[config.mk]
export PLATFORM = sky130hd
export DESIGN_NAME = radar_report_frame_deframer_flat
export DESIGN_NICKNAME = d
export VERILOG_FILES = /design/src/rrfd_pkg.sv /design/src/rrfd_feed_if.sv /design/src/rrfd_report_if.sv /design/src/rrfd_parser.sv /design/src/radar_report_frame_deframer.sv /design/src/flat_wrapper.sv
export VERILOG_INCLUDE_DIRS = /design/src /design/src/src
export SDC_FILE = /design/constraint.sdc
export NUM_CORES = 1
export LEC_CHECK = 0
export ABC_AREA = 0
export BUFFER_PORTS_ARGS = -buffer_cell sky130_fd_sc_hd__buf_2
export CAP_MARGIN = 0
export CORE_MARGIN = 5
export CORE_UTILIZATION = 51
export CTS_BUF_LIST = sky130_fd_sc_hd__clkbuf_4
export DETAILED_ROUTE_END_ITERATION = 12
export PLACE_DENSITY = 0.77
export REMOVE_ABC_BUFFERS = 1
export SETUP_SLACK_MARGIN = 0.3
export SLEW_MARGIN = 20
export SYNTH_ARGS = -nofsm -noshare
export SYNTH_HDL_FRONTEND = slang
export SYNTH_SLANG_ARGS = --single-unit
[constraint.sdc]
create_clock -name clk -period 10 [get_ports clk]
set_input_delay 0.5 -clock clk [delete_from_list [all_inputs] [get_ports clk]]
set_output_delay 0.5 -clock clk [all_outputs]
set_load 0.1 [all_outputs]
[src/radar_report_frame_deframer_assert.svh]
// Assertion macros shared by the deframer modules.
`ifndef RADAR_REPORT_FRAME_DEFRAMER_ASSERT_SVH
`define RADAR_REPORT_FRAME_DEFRAMER_ASSERT_SVH

// Same-cycle implication, sampled on clk and disabled during rst.
`define RRFD_ASSERT_SAME(label, ante, cons) \
  label: assert property (@(posedge clk) disable iff (rst) (ante) |-> (cons)) \
    else $error("rrfd: same-cycle check failed");

// Next-cycle implication, sampled on clk and disabled during rst.
`define RRFD_ASSERT_NEXT(label, ante, cons) \
  label: assert property (@(posedge clk) disable iff (rst) (ante) |=> (cons)) \
    else $error("rrfd: next-cycle check failed");

`endif

[src/rrfd_pkg.sv]
// Types, frame constants and register codes of the report frame deframer.
package rrfd_pkg;

  typedef enum logic [3:0] {
    PH_H1,
    PH_H2,
    PH_H3,
    PH_H4,
    PH_L1,
    PH_L2,
    PH_PAY,
    PH_F1,
    PH_F2,
    PH_F3,
    PH_F4
  } phase_t;

  typedef enum logic {
    CFG_IDX_MAX_LEN = 1'b0,
    CFG_IDX_TIMEOUT = 1'b1
  } cfg_idx_t;

  localparam logic [7:0] REP_HDR [4] = '{8'hF4, 8'hF3, 8'hF2, 8'hF1};
  localparam logic [7:0] REP_FTR [4] = '{8'hF8, 8'hF7, 8'hF6, 8'hF5};
  localparam logic [7:0] CFG_HDR [4] = '{8'hFD, 8'hFC, 8'hFB, 8'hFA};
  localparam logic [7:0] CFG_FTR [4] = '{8'h04, 8'h03, 8'h02, 8'h01};

  localparam logic [7:0]  MAX_LEN_RESET = 8'd250;
  localparam logic [15:0] TIMEOUT_RESET = 16'd3000;
  localparam logic [15:0] IDLE_MAX      = 16'hFFFF;
  localparam logic [15:0] REPORT_LEN    = 16'd4;

  typedef struct packed {
    logic        rep_ok;
    logic        cfg_ok;
    logic [31:0] distance;
  } frame_evt_t;

  function automatic logic [7:0] want_byte(logic is_cfg, logic footer, logic [1:0] pos);
    logic [7:0] w;
    if (footer) begin
      w = is_cfg ? CFG_FTR[pos] : REP_FTR[pos];
    end else begin
      w = is_cfg ? CFG_HDR[pos] : REP_HDR[pos];
    end
    return w;
  endfunction

endpackage

[src/rrfd_feed_if.sv]
// Input channel: one received byte or one millisecond tick per beat.
interface rrfd_feed_if;
  logic       valid;
  logic       ready;
  logic       func;
  logic [7:0] rx_byte;

  modport source (output valid, func, rx_byte, input ready);
  modport sink (input valid, func, rx_byte, output ready);
endinterface

[src/rrfd_report_if.sv]
// Result channel: frame events, latched distance and link status per beat.
interface rrfd_report_if;
  logic        valid;
  logic        ready;
  logic        report_valid;
  logic [31:0] distance_bits;
  logic        config_frame_seen;
  logic        connected;

  modport source (output valid, report_valid, distance_bits, config_frame_seen, connected,
                  input ready);
  modport sink (input valid, report_valid, distance_bits, config_frame_seen, connected,
                output ready);
endinterface

[src/rrfd_parser.sv]
// Frame parser: header, length, payload and footer tracking per received byte.
`include "radar_report_frame_deframer_assert.svh"

module rrfd_parser
  import rrfd_pkg::*;
(
  input  logic       clk,
  input  logic       rst,
  input  logic       step_en,
  input  logic [7:0] rx_byte,
  input  logic [7:0] max_payload_len,
  output frame_evt_t evt
);

  phase_t      phase, phase_next;
  logic        frame_is_config, frame_is_config_next;
  logic [15:0] declared_length, declared_length_next;
  logic [15:0] payload_count, payload_count_next;
  logic [31:0] payload_shift, payload_shift_next;
  logic [31:0] last_distance, last_distance_next;

  logic [3:0]  ftr_off;
  logic [15:0] len_full;
  logic [15:0] count_inc;

  assign ftr_off   = 4'(phase) - 4'(PH_F1);
  assign len_full  = {rx_byte, declared_length[7:0]};
  assign count_inc = payload_count + 16'd1;

  always_ff @(posedge clk) begin
    if (rst) begin
      phase           <= PH_H1;
      frame_is_config <= 1'b0;
      declared_length <= '0;
      payload_count   <= '0;
      payload_shift   <= '0;
      last_distance   <= '0;
    end else begin
      phase           <= phase_next;
      frame_is_config <= frame_is_config_next;
      declared_length <= declared_length_next;
      payload_count   <= payload_count_next;
      payload_shift   <= payload_shift_next;
      last_distance   <= last_distance_next;
    end
  end

  always_comb begin
    phase_next           = phase;
    frame_is_config_next = frame_is_config;
    declared_length_next = declared_length;
    payload_count_next   = payload_count;
    payload_shift_next   = payload_shift;
    last_distance_next   = last_distance;
    evt.rep_ok           = 1'b0;
    evt.cfg_ok           = 1'b0;
    if (step_en) begin
      unique case (phase)
        PH_H1: begin
          if (rx_byte == REP_HDR[0]) begin
            frame_is_config_next = 1'b0;
            phase_next           = PH_H2;
          end else if (rx_byte == CFG_HDR[0]) begin
            frame_is_config_next = 1'b1;
            phase_next           = PH_H2;
          end
        end
        PH_H2, PH_H3, PH_H4: begin
          if (rx_byte == want_byte(frame_is_config, 1'b0, phase[1:0])) begin
            phase_next = phase_t'(4'(phase) + 4'd1);
          end else begin
            phase_next = PH_H1;
          end
        end
        PH_L1: begin
          declared_length_next = {8'h00, rx_byte};
          phase_next           = PH_L2;
        end
        PH_L2: begin
          declared_length_next = len_full;
          payload_count_next   = '0;
          phase_next           = (len_full > {8'h00, max_payload_len}) ? PH_H1 : PH_PAY;
        end
        PH_PAY: begin
          payload_shift_next = {rx_byte, payload_shift[31:8]};
          payload_count_next = count_inc;
          if (count_inc >= declared_length) begin
            phase_next = PH_F1;
          end
        end
        PH_F1, PH_F2, PH_F3: begin
          if (rx_byte == want_byte(frame_is_config, 1'b1, ftr_off[1:0])) begin
            phase_next = phase_t'(4'(phase) + 4'd1);
          end else begin
            phase_next = PH_H1;
          end
        end
        PH_F4: begin
          if (rx_byte == want_byte(frame_is_config, 1'b1, ftr_off[1:0])) begin
            if (frame_is_config) begin
              evt.cfg_ok = 1'b1;
            end else if (declared_length == REPORT_LEN) begin
              evt.rep_ok         = 1'b1;
              last_distance_next = payload_shift;
            end
          end
          phase_next = PH_H1;
        end
        default: begin
          phase_next = PH_H1;
        end
      endcase
    end
    evt.distance = last_distance_next;
  end

  `RRFD_ASSERT_SAME(a_rep_is_report_len4, evt.rep_ok, (declared_length == REPORT_LEN) && !frame_is_config)
  `RRFD_ASSERT_NEXT(a_long_frame_dropped, step_en && (phase == PH_L2) && (len_full > {8'h00, max_payload_len}), phase == PH_H1)

endmodule

[src/radar_report_frame_deframer.sv]
// Top level of the report frame deframer: config registers, idle timer, result register.
//
//   channel  dir  beat content
//   feed     in   func, rx_byte (one byte or one millisecond tick)
//   report   out  report_valid, distance_bits, config_frame_seen, connected
//   cfg      in   cfg_write, cfg_index, cfg_data (two registers, write only)
//
// One beat per cycle unless the feed stalls; its result is registered when it is taken.
// The feed side stalls only while the result register is full and the sink holds ready low.
// Reset is synchronous: the parser waits for a header, the idle timer is zero and the
// registers return to a 250-byte payload limit and a 3000 ms timeout.
`include "radar_report_frame_deframer_assert.svh"

module radar_report_frame_deframer
  import rrfd_pkg::*;
(
  input  logic               clk,
  input  logic               rst,
  rrfd_feed_if.sink          feed,
  rrfd_report_if.source      report,
  input  logic               cfg_write,
  input  cfg_idx_t           cfg_index,
  input  logic [15:0]        cfg_data
);

  logic [7:0]  max_payload_len;
  logic [15:0] link_timeout_ms;
  logic [15:0] idle_ms, idle_ms_next;
  logic        out_valid;
  logic        out_report_valid;
  logic [31:0] out_distance_bits;
  logic        out_config_frame_seen;
  logic        out_connected;

  logic        accept;
  logic        step_en;
  frame_evt_t  evt;

  assign feed.ready = !out_valid || report.ready;
  assign accept     = feed.valid && feed.ready;
  assign step_en    = accept && !feed.func;

  rrfd_parser u_parser (
    .clk             (clk),
    .rst             (rst),
    .step_en         (step_en),
    .rx_byte         (feed.rx_byte),
    .max_payload_len (max_payload_len),
    .evt             (evt)
  );

  always_ff @(posedge clk) begin
    if (rst) begin
      max_payload_len <= MAX_LEN_RESET;
      link_timeout_ms <= TIMEOUT_RESET;
    end else if (cfg_write) begin
      unique case (cfg_index)
        CFG_IDX_MAX_LEN: max_payload_len <= cfg_data[7:0];
        CFG_IDX_TIMEOUT: link_timeout_ms <= cfg_data;
        default: ;
      endcase
    end
  end

  always_comb begin
    idle_ms_next = idle_ms;
    if (accept && feed.func) begin
      if (idle_ms != IDLE_MAX) begin
        idle_ms_next = idle_ms + 16'd1;
      end
    end else if (evt.rep_ok || evt.cfg_ok) begin
      idle_ms_next = '0;
    end
  end

  always_ff @(posedge clk) begin
    if (rst) begin
      idle_ms   <= '0;
      out_valid <= 1'b0;
    end else begin
      idle_ms <= idle_ms_next;
      if (accept) begin
        out_valid <= 1'b1;
      end else if (report.ready) begin
        out_valid <= 1'b0;
      end
    end
  end

  always_ff @(posedge clk) begin
    if (accept) begin
      out_report_valid      <= evt.rep_ok;
      out_distance_bits     <= evt.distance;
      out_config_frame_seen <= evt.cfg_ok;
      out_connected         <= idle_ms_next < link_timeout_ms;
    end
  end

  assign report.valid             = out_valid;
  assign report.report_valid      = out_report_valid;
  assign report.distance_bits     = out_distance_bits;
  assign report.config_frame_seen = out_config_frame_seen;
  assign report.connected         = out_connected;

  `RRFD_ASSERT_NEXT(a_frame_clears_idle, evt.rep_ok || evt.cfg_ok, idle_ms == 16'd0)
  `RRFD_ASSERT_NEXT(a_tick_counts, accept && feed.func && (idle_ms != IDLE_MAX), idle_ms == $past(idle_ms) + 16'd1)
  `RRFD_ASSERT_NEXT(a_drained_when_idle, out_valid && report.ready && !accept, !out_valid)

endmodule

[src/flat_wrapper.sv]
// flat-port wrapper written by rule: the top's interface ports become plain ports
module radar_report_frame_deframer_flat import rrfd_pkg::*;
  (clk, rst, cfg_write, cfg_index, cfg_data, feed_valid, feed_func, feed_rx_byte, feed_ready, report_valid, report_report_valid, report_distance_bits, report_config_frame_seen, report_connected, report_ready);
  rrfd_feed_if feed_i ();
  rrfd_report_if report_i ();
  input  logic clk;
  input  logic rst;
  input  logic cfg_write;
  input  cfg_idx_t cfg_index;
  input  logic [15:0] cfg_data;
  input wire logic [$bits(feed_i.valid)-1:0] feed_valid;
  input wire logic [$bits(feed_i.func)-1:0] feed_func;
  input wire logic [$bits(feed_i.rx_byte)-1:0] feed_rx_byte;
  output wire logic [$bits(feed_i.ready)-1:0] feed_ready;
  output wire logic [$bits(report_i.valid)-1:0] report_valid;
  output wire logic [$bits(report_i.report_valid)-1:0] report_report_valid;
  output wire logic [$bits(report_i.distance_bits)-1:0] report_distance_bits;
  output wire logic [$bits(report_i.config_frame_seen)-1:0] report_config_frame_seen;
  output wire logic [$bits(report_i.connected)-1:0] report_connected;
  input wire logic [$bits(report_i.ready)-1:0] report_ready;
  assign feed_i.valid = feed_valid;
  assign feed_i.func = feed_func;
  assign feed_i.rx_byte = feed_rx_byte;
  assign feed_ready = feed_i.ready;
  assign report_valid = report_i.valid;
  assign report_report_valid = report_i.report_valid;
  assign report_distance_bits = report_i.distance_bits;
  assign report_config_frame_seen = report_i.config_frame_seen;
  assign report_connected = report_i.connected;
  assign report_i.ready = report_ready;
  radar_report_frame_deframer u_core (.clk(clk), .rst(rst), .feed(feed_i), .report(report_i), .cfg_write(cfg_write), .cfg_index(cfg_index), .cfg_data(cfg_data));
endmodule
# Word level (Yosys, flattened, before mapping)
# Cells that the tools add are included.
# word_totals
reg_bits	177
latchBits	0
mem_bits_rw	0
mem_bits_ro	0
word_cells	116
mem_count	0
# classes
n_addsub	4
n_mul	0
div_mod_pow	0
magnitude_cmp	5
n_eq_ne	19
n_shift	0
mux	47
n_bitwise	4
reduce_logical	22
# ops
op	count
$mux W32	5
$mux W8	16
$bmux W8 S2	4
$pmux W16 S2	2
$mux W16	3
$add A16 B1 Y16 const B	2
$eq A8 B8 Y1	3
$pmux W4 S6	1
$mux W4	5
$eq A16 B3 Y1 const B	1
$eq A4 B3 Y1 const B	4
$eq A8 B8 Y1 const B	2
$ge A16 B16 Y1	1
$gt A16 B8 Y1	1
$lt A16 B16 Y1	1
$ne A16 B16 Y1 const B	1
$eq A4 B4 Y1 const B	3
$reduce_and A2 Y1	5
$reduce_and A3 Y1	3
$eq A4 B2 Y1 const B	2
$reduce_bool A2 Y1	4
$mux W1	7
$ge A3 B3 Y1 const B	2
$mux W2	3
13 further kinds	20

# Depth between registers and ports, before layout
# depth
depth_word	16
depth_mapped	15
depth_no_buf	14

# By module
# Synthesis repeated with hierarchy kept, for this count alone.
# unflattened
cells_unflattened	906
hier_area_um2	8602.0
# modules_own_cells
mod	instances	cells_per_inst	area_per_inst_um2	seq_area_each_um2
rrfd_parser	1	599	5242.5	2021.9
radar_report_frame_deframer	1	307	3359.5	1871.8

# Worst setup path after synthesis
# No wires, ideal clock.
# synth_timing
path_type	register to register
startpoint	register u_core.out_valid (netlist: u_core.report.valid)
endpoint	register u_core.out_connected (netlist: u_core.report.connected), data pin
setup_ps	259
arrival_ps	4079
required_ps	9741
path_slack_ps	5662
path_stages_with_launch	13
period_less_slack_ps	4338
cell_sequence	dfxtp_1 nand2b_1 and2_1 nand3_1 nor2_1 mux2i_1 nor2_1 ha_1 nand4_1 nor2_1 nand4_1 o21ai_0 nor3_1
# synth_between
elab_chain_len	9
elab_cells_between_ends	10
classes_between	order compare: 1; mux: 3; reduce/logical: 6
# synth_rtl
element	line_no	source
start: declaration	radar_report_frame_deframer.sv:29	logic out_valid;
start signal: assignment	radar_report_frame_deframer.sv:79	out_valid <= 1'b0;
start signal: assignment	radar_report_frame_deframer.sv:83	out_valid <= 1'b1;
start signal: assignment	radar_report_frame_deframer.sv:85	out_valid <= 1'b0;
$logic_not A1 Y1 (*)	radar_report_frame_deframer.sv:39	assign feed.ready = !out_valid || report.ready;
$logic_or A1 B1 Y1 (*)	radar_report_frame_deframer.sv:39	
net feed_ready	flat_wrapper.sv:14	output wire logic [$bits(feed_i.ready)-1:0] feed_ready;
$logic_and A1 B1 Y1 (*)	radar_report_frame_deframer.sv:40	assign accept = feed.valid && feed.ready;
net u_core.accept	radar_report_frame_deframer.sv:35	logic accept;
$logic_and A1 B1 Y1	radar_report_frame_deframer.sv:41	assign step_en = accept && !feed.func;
$mux W2	rrfd_parser.sv:57	if (step_en) begin
$logic_or A1 B1 Y1	radar_report_frame_deframer.sv:71	end else if (evt.rep_ok || evt.cfg_ok) begin
$mux W16	radar_report_frame_deframer.sv:71	
$mux W16 (*)	radar_report_frame_deframer.sv:67	if (accept && feed.func) begin
net u_core.idle_ms_next[14]	radar_report_frame_deframer.sv:28	logic [15:0] idle_ms, idle_ms_next;
$lt A16 B16 Y1 (*)	radar_report_frame_deframer.sv:95	out_connected <= idle_ms_next < link_timeout_ms;
end signal: assignment	radar_report_frame_deframer.sv:95	
end: declaration	radar_report_frame_deframer.sv:33	logic out_connected;
# Mark *: on every way through the listed nets, which the timed path passes. The rest lies on a longest branch.
# A chain may end at the register's enable or synchronous reset.

# Final worst setup path
# layout_timing
startpoint	register u_core.u_parser.phase[0]
endpoint	register u_core.out_connected (netlist: u_core.report.connected), data pin
# layout_between
elab_chain_len	16
elab_cells_between_ends	20
classes_between	add/sub: 1; order compare: 1; eq/ne: 2; mux: 14; bitwise: 1; reduce/logical: 1
# layout_rtl
element	line_no	source
start: declaration	rrfd_parser.sv:15	phase_t phase, phase_next;
start signal: assignment	rrfd_parser.sv:39	phase <= phase_next;
$sub A2 B2 Y2	rrfd_parser.sv:26	assign ftr_off = 4'(phase) - 4'(PH_F1);
$not A2 Y3	-	
$bmux W8 S2	rrfd_pkg.sv:42	w = is_cfg ? CFG_FTR[pos] : REP_FTR[pos];
$mux W8 (implied by the code) (2 in a row)	rrfd_pkg.sv:42	
$mux W8	rrfd_pkg.sv:42	
$mux W8	rrfd_parser.sv:58	unique case (phase)
$mux W8	rrfd_parser.sv:57	
$eq A8 B8 Y1	rrfd_parser.sv:99	if (rx_byte == want_byte(frame_is_config, 1'b1, ftr_off[1:0])) begin
$mux W2	rrfd_parser.sv:99	
$mux W2 (*)	rrfd_parser.sv:58	
$mux W2 (*)	rrfd_parser.sv:57	
$logic_or A1 B1 Y1 (*)	radar_report_frame_deframer.sv:71	
$mux W16 (*)	radar_report_frame_deframer.sv:71	
$mux W16 (*)	radar_report_frame_deframer.sv:67	
net u_core.idle_ms_next[12]	radar_report_frame_deframer.sv:28	
$lt A16 B16 Y1 (*)	radar_report_frame_deframer.sv:95	
# Mark *: on every way through the listed nets, which the timed path passes. The rest lies on a longest branch. The select of a mux whose other input is x is not followed.

==> qor.yml <==
clock_network:
  cts_buffers: 17
  hold_buffers: 0
  cts_tree: "yes"
  cts_sinks: 177
  cts-resized-gates: 0
  cts.clk_slew.worst_paths_ns: 0.16
  cts_max_path_buffers: 2
  cts_setup_buffers: 0
  worst_skew_pair.late_latency_ns: 0.58
  htree_levels: 4
  cts-root-buf: "clkbuf_4"
detailed_routing:
  viasPerCell: 5.42
  drt_iter0_drc: 418
  wl_met2_um: 7840
  wl_met1_um: 8190
  routedWlPerCell_um: 14.7
  dr_wl_met3_um: 1020
  antenna_left: 0
  drtPass1Iterations: 5
  vias: 6431
  wirelength_um: 17400
  drcViolationCount: 0
  highest_layer: "met4"
setup_path:
  worst-path-buf-inv: 2
  crit_fanout: 14
  startpoint_type: "flip-flop"
  cp_data_arrival_time_ns: 4.17
  required_ns: 10.35
  r2r_slack_ns: 6.19
  critical-path-max-stage-delay_ns: 0.54
  critPathCaptureType: "flip-flop"
  cpLargestDelayFamily: "simple AND/OR/NAND/NOR gates"
  path_class: "flip-flop to flip-flop"
  critPathSlowestCell: "dfxtp_1"
  crit_chain: "inv_1, ha_1, xnor2_1, mux2i_1, o2111ai_1, buf_4, nor3_1, nor2_1, ha_1, nand4_1, nor2_1, nand4_1, o21ai_0, nor3_1"
  r2r_start: "u_core.u_parser.phase[0]$_SDFFE_PP0P_"
  r2r_cells: 14
  reg2reg_to: "u_core.report.connected$_DFFE_PP_"
placed_design:
  dp_hpwl_um: 12200
  dp_cells: 1152
  place_congestion: 0.882
  place_ws_ns: 6.32
  post_dp_cell_area_mm2: 0.00902
  portBuffers: 67
worst_hold_path:
  hold_depth: 3
  min_from: "cfg_data[8]"
  holdPathEnd: "u_core.link_timeout_ms[8]$_SDFFE_PP1P_"
  holdCritPathClass: "primary input to flip-flop"
global_routing:
  track_usage_pct: 18.0
  overflow: 0
  grt_pass1_vias: 6071
  grt_antenna_before_repair: 2
  grt_pass1_wl_um: 29500
  grt_max_degree: 74
logic_synthesis:
  synthTopCellsByCount: "dfxtp_1, nand2_1, a21oi_1"
  yosysSeqAreaShare_pct: 45.3
  synth_area_leaders: "dfxtp_1, edfxtp_1, ha_1"
  synth-edff-count: 35
  avgSynthCellArea_um2: 9.46
  synth_top_area_cell: "dfxtp_1"
  synth-seq-cells: 177
  synthCells: 908
  synth_most_common_cell: "dfxtp_1"
  ys.flop_type: "dfxtp_1"
  synth_cell_types: 65
  netlist.area_leader.share_pct: 33.1
  synth-warning-count: 0
  synth_area_mm2: 0.00859
  synthArstFlopShare_pct: 0
sta:
  rsz0062_at_grt: "false"
  hold_viol_final: 0
  setup_ws_ns: 6.19
  slew_viol_final: 0
  finalSetupTns_ns: 0
  max_slew.worst_pin.slew_ns: 0.975
  max-slew-margin-rel_pct: 34.9
  setup_viol: 0
  clock.fmax_ghz: 0.262
  layout_min_cycle_time_ns: 3.81
  fin_crit_sh_pct: 38.1
  clock_skew_ns: 0.0197
power_and_ir_drop:
  p_int_uw: 876
  power_per_cell_area_mw_per_mm2: 134
  p_leak_uw: 0.00391
  swShare_pct: 29.6
  combPwrFrac_pct: 9.2
  clockPowerShare_pct: 30.9
  p_switching_uw: 368
  seq_power_share_pct: 59.9
  power_uw: 1240
  ir_worst_vdd_mv: 0.0728
job:
  max_cap_viol_count: 0
floorplan:
  ioPinCount: 68
  dieArea_mm2: 0.0195
  row_count: 47
  die_y_um: 140
  start_util_pct: 52.0
  dieWidth_um: 140
  coreArea_mm2: 0.0165
cells_and_area:
  drive_above_1_share_pct: 17.7
  final-instance-count-excl-fill: 1186
  area_growth_syn_to_layout_pct: 8.20
  final_area_mm2: 0.00929
  final_nets: 1028
  nFillCells: 1452
status:
  status: "finished clean"
## layout by cell type, fill, tap and decap left out, types with 8 or more instances in the layout
| master | synthesis | layout |
|---|---|---|
| clkbuf_4 | 0 | 17 |
| o21ai_0 | 19 | 19 |
| mux2i_1 | 25 | 25 |
| inv_1 | 46 | 46 |
| nor3_1 | 14 | 14 |
| nand4_1 | 14 | 14 |
| a21oi_1 | 74 | 74 |
| buf_4 | 1 | 8 |
| o31ai_1 | 11 | 11 |
| nand3_1 | 25 | 25 |
| ha_1 | 46 | 46 |
| a21o_1 | 9 | 9 |
| xor2_1 | 8 | 8 |
| edfxtp_1 | 35 | 35 |
| nor2_1 | 62 | 62 |
| nand3b_1 | 12 | 12 |
| buf_2 | 4 | 66 |
| mux2_4 | 30 | 30 |
| xnor2_1 | 13 | 13 |
| nor2b_1 | 19 | 19 |
| and2b_2 | 25 | 25 |
| and3_1 | 8 | 8 |
| nand2_1 | 125 | 125 |
| dfxtp_1 | 142 | 142 |
## flip-flops by register name, indices dropped and copies added, names as in the netlist
name	cells
u_core.idle_ms	16
u_core.link_timeout_ms	16
u_core.max_payload_len	8
u_core.report.config_frame_seen	1
u_core.report.connected	1
u_core.report.distance_bits	32
u_core.report.report_valid	1
u_core.report.valid	1
u_core.u_parser.declared_length	16
u_core.u_parser.frame_is_config	1
u_core.u_parser.last_distance	32
u_core.u_parser.payload_count	16
u_core.u_parser.payload_shift	32
u_core.u_parser.phase	4
## power by group through the flow
stage | Combinational [uW] | Sequential (uW) | Clock, uW
final | 115 | 745 | 385
after global routing | 122 | 747 | 427
after CTS | 115 | 745 | 399
after detailed placement | 115 | 760 | 0
after global placement | 114 | 760 | 0
after floorplan | 31.5 | 811 | 0
## worst min-delay path: stages
cell and delay [ns]:
buf_2 0.07, nand2_1 0.04, nand3b_1 0.07
## layer usage
| metal | global-route usage, % | up-vias |
|---|---|---|
| met3 | 4.70 | 27 |
| met2 | 28.0 | 173 |
| met4 | 5.81 | 0 |
| li1 | - | 3245 |
| met5 | 0 | - |
| met1 | 24.6 | 2986 |
## worst max-delay path by stage
stage / from / end / slack, ns / cells past startpoint
after global placement: feed_rx_byte[7] / u_core.report.connected$_DFFE_PP_ / 6.41 / 13
after global routing: u_core.u_parser.payload_count[0]$_SDFFE_PP0P_ / u_core.u_parser.phase[3]$_SDFFE_PP0P_ / 5.95 / 12
after floorplan: u_core.report.valid$_SDFFE_PP0P_ / u_core.report.distance_bits[31]$_DFFE_PP_ / 5.60 / 5
after detailed placement: feed_rx_byte[7] / u_core.report.connected$_DFFE_PP_ / 6.32 / 13
after CTS: u_core.u_parser.phase[0]$_SDFFE_PP0P_ / u_core.report.connected$_DFFE_PP_ / 6.27 / 14
final: u_core.u_parser.phase[0]$_SDFFE_PP0P_ / u_core.report.connected$_DFFE_PP_ / 6.19 / 14
## through the flow
stage | hold slack, ns | utilization [%]
after floorplan | 0.427 | -
after global placement | 0.443 | 54.6
after detailed placement | 0.447 | 54.6
after CTS | 0.0698 | 56.2
after global routing | 0.0854 | 56.2
final | 0.122 | 56.2
## cells by family (layout without fill, tap and decap cells)
kind of cell | after synthesis | in the layout | share of synthesized area (%)
fa+ha+maj | 46 | 46 | 6.70
xor+xnor | 21 | 21 | 2.14
simple gates | 351 | 351 | 21.2
other cells | 0 | 2 | 0
compound gates | 160 | 160 | 11.5
buf+inv | 96 | 152 | 4.74
flops | 177 | 177 | 45.3
mux | 57 | 57 | 8.42
## cell type report
| class | count | area (um2) | area share, % |
|---|---|---|---|
| well taps | 220 | 275 | 2.96 |
| repair buffers | 74 | 390 | 4.20 |
| multi-input cells | 635 | 4290 | 46.1 |
| flip-flops and latches | 177 | 3890 | 41.9 |
| clock buffers | 17 | 128 | 1.37 |
| clock inverters | 15 | 140 | 1.51 |
| inverters | 46 | 173 | 1.86 |
| diodes | 2 | 5.00 | 0.0539 |
Note: power is estimated with default switching activity, not from simulation.
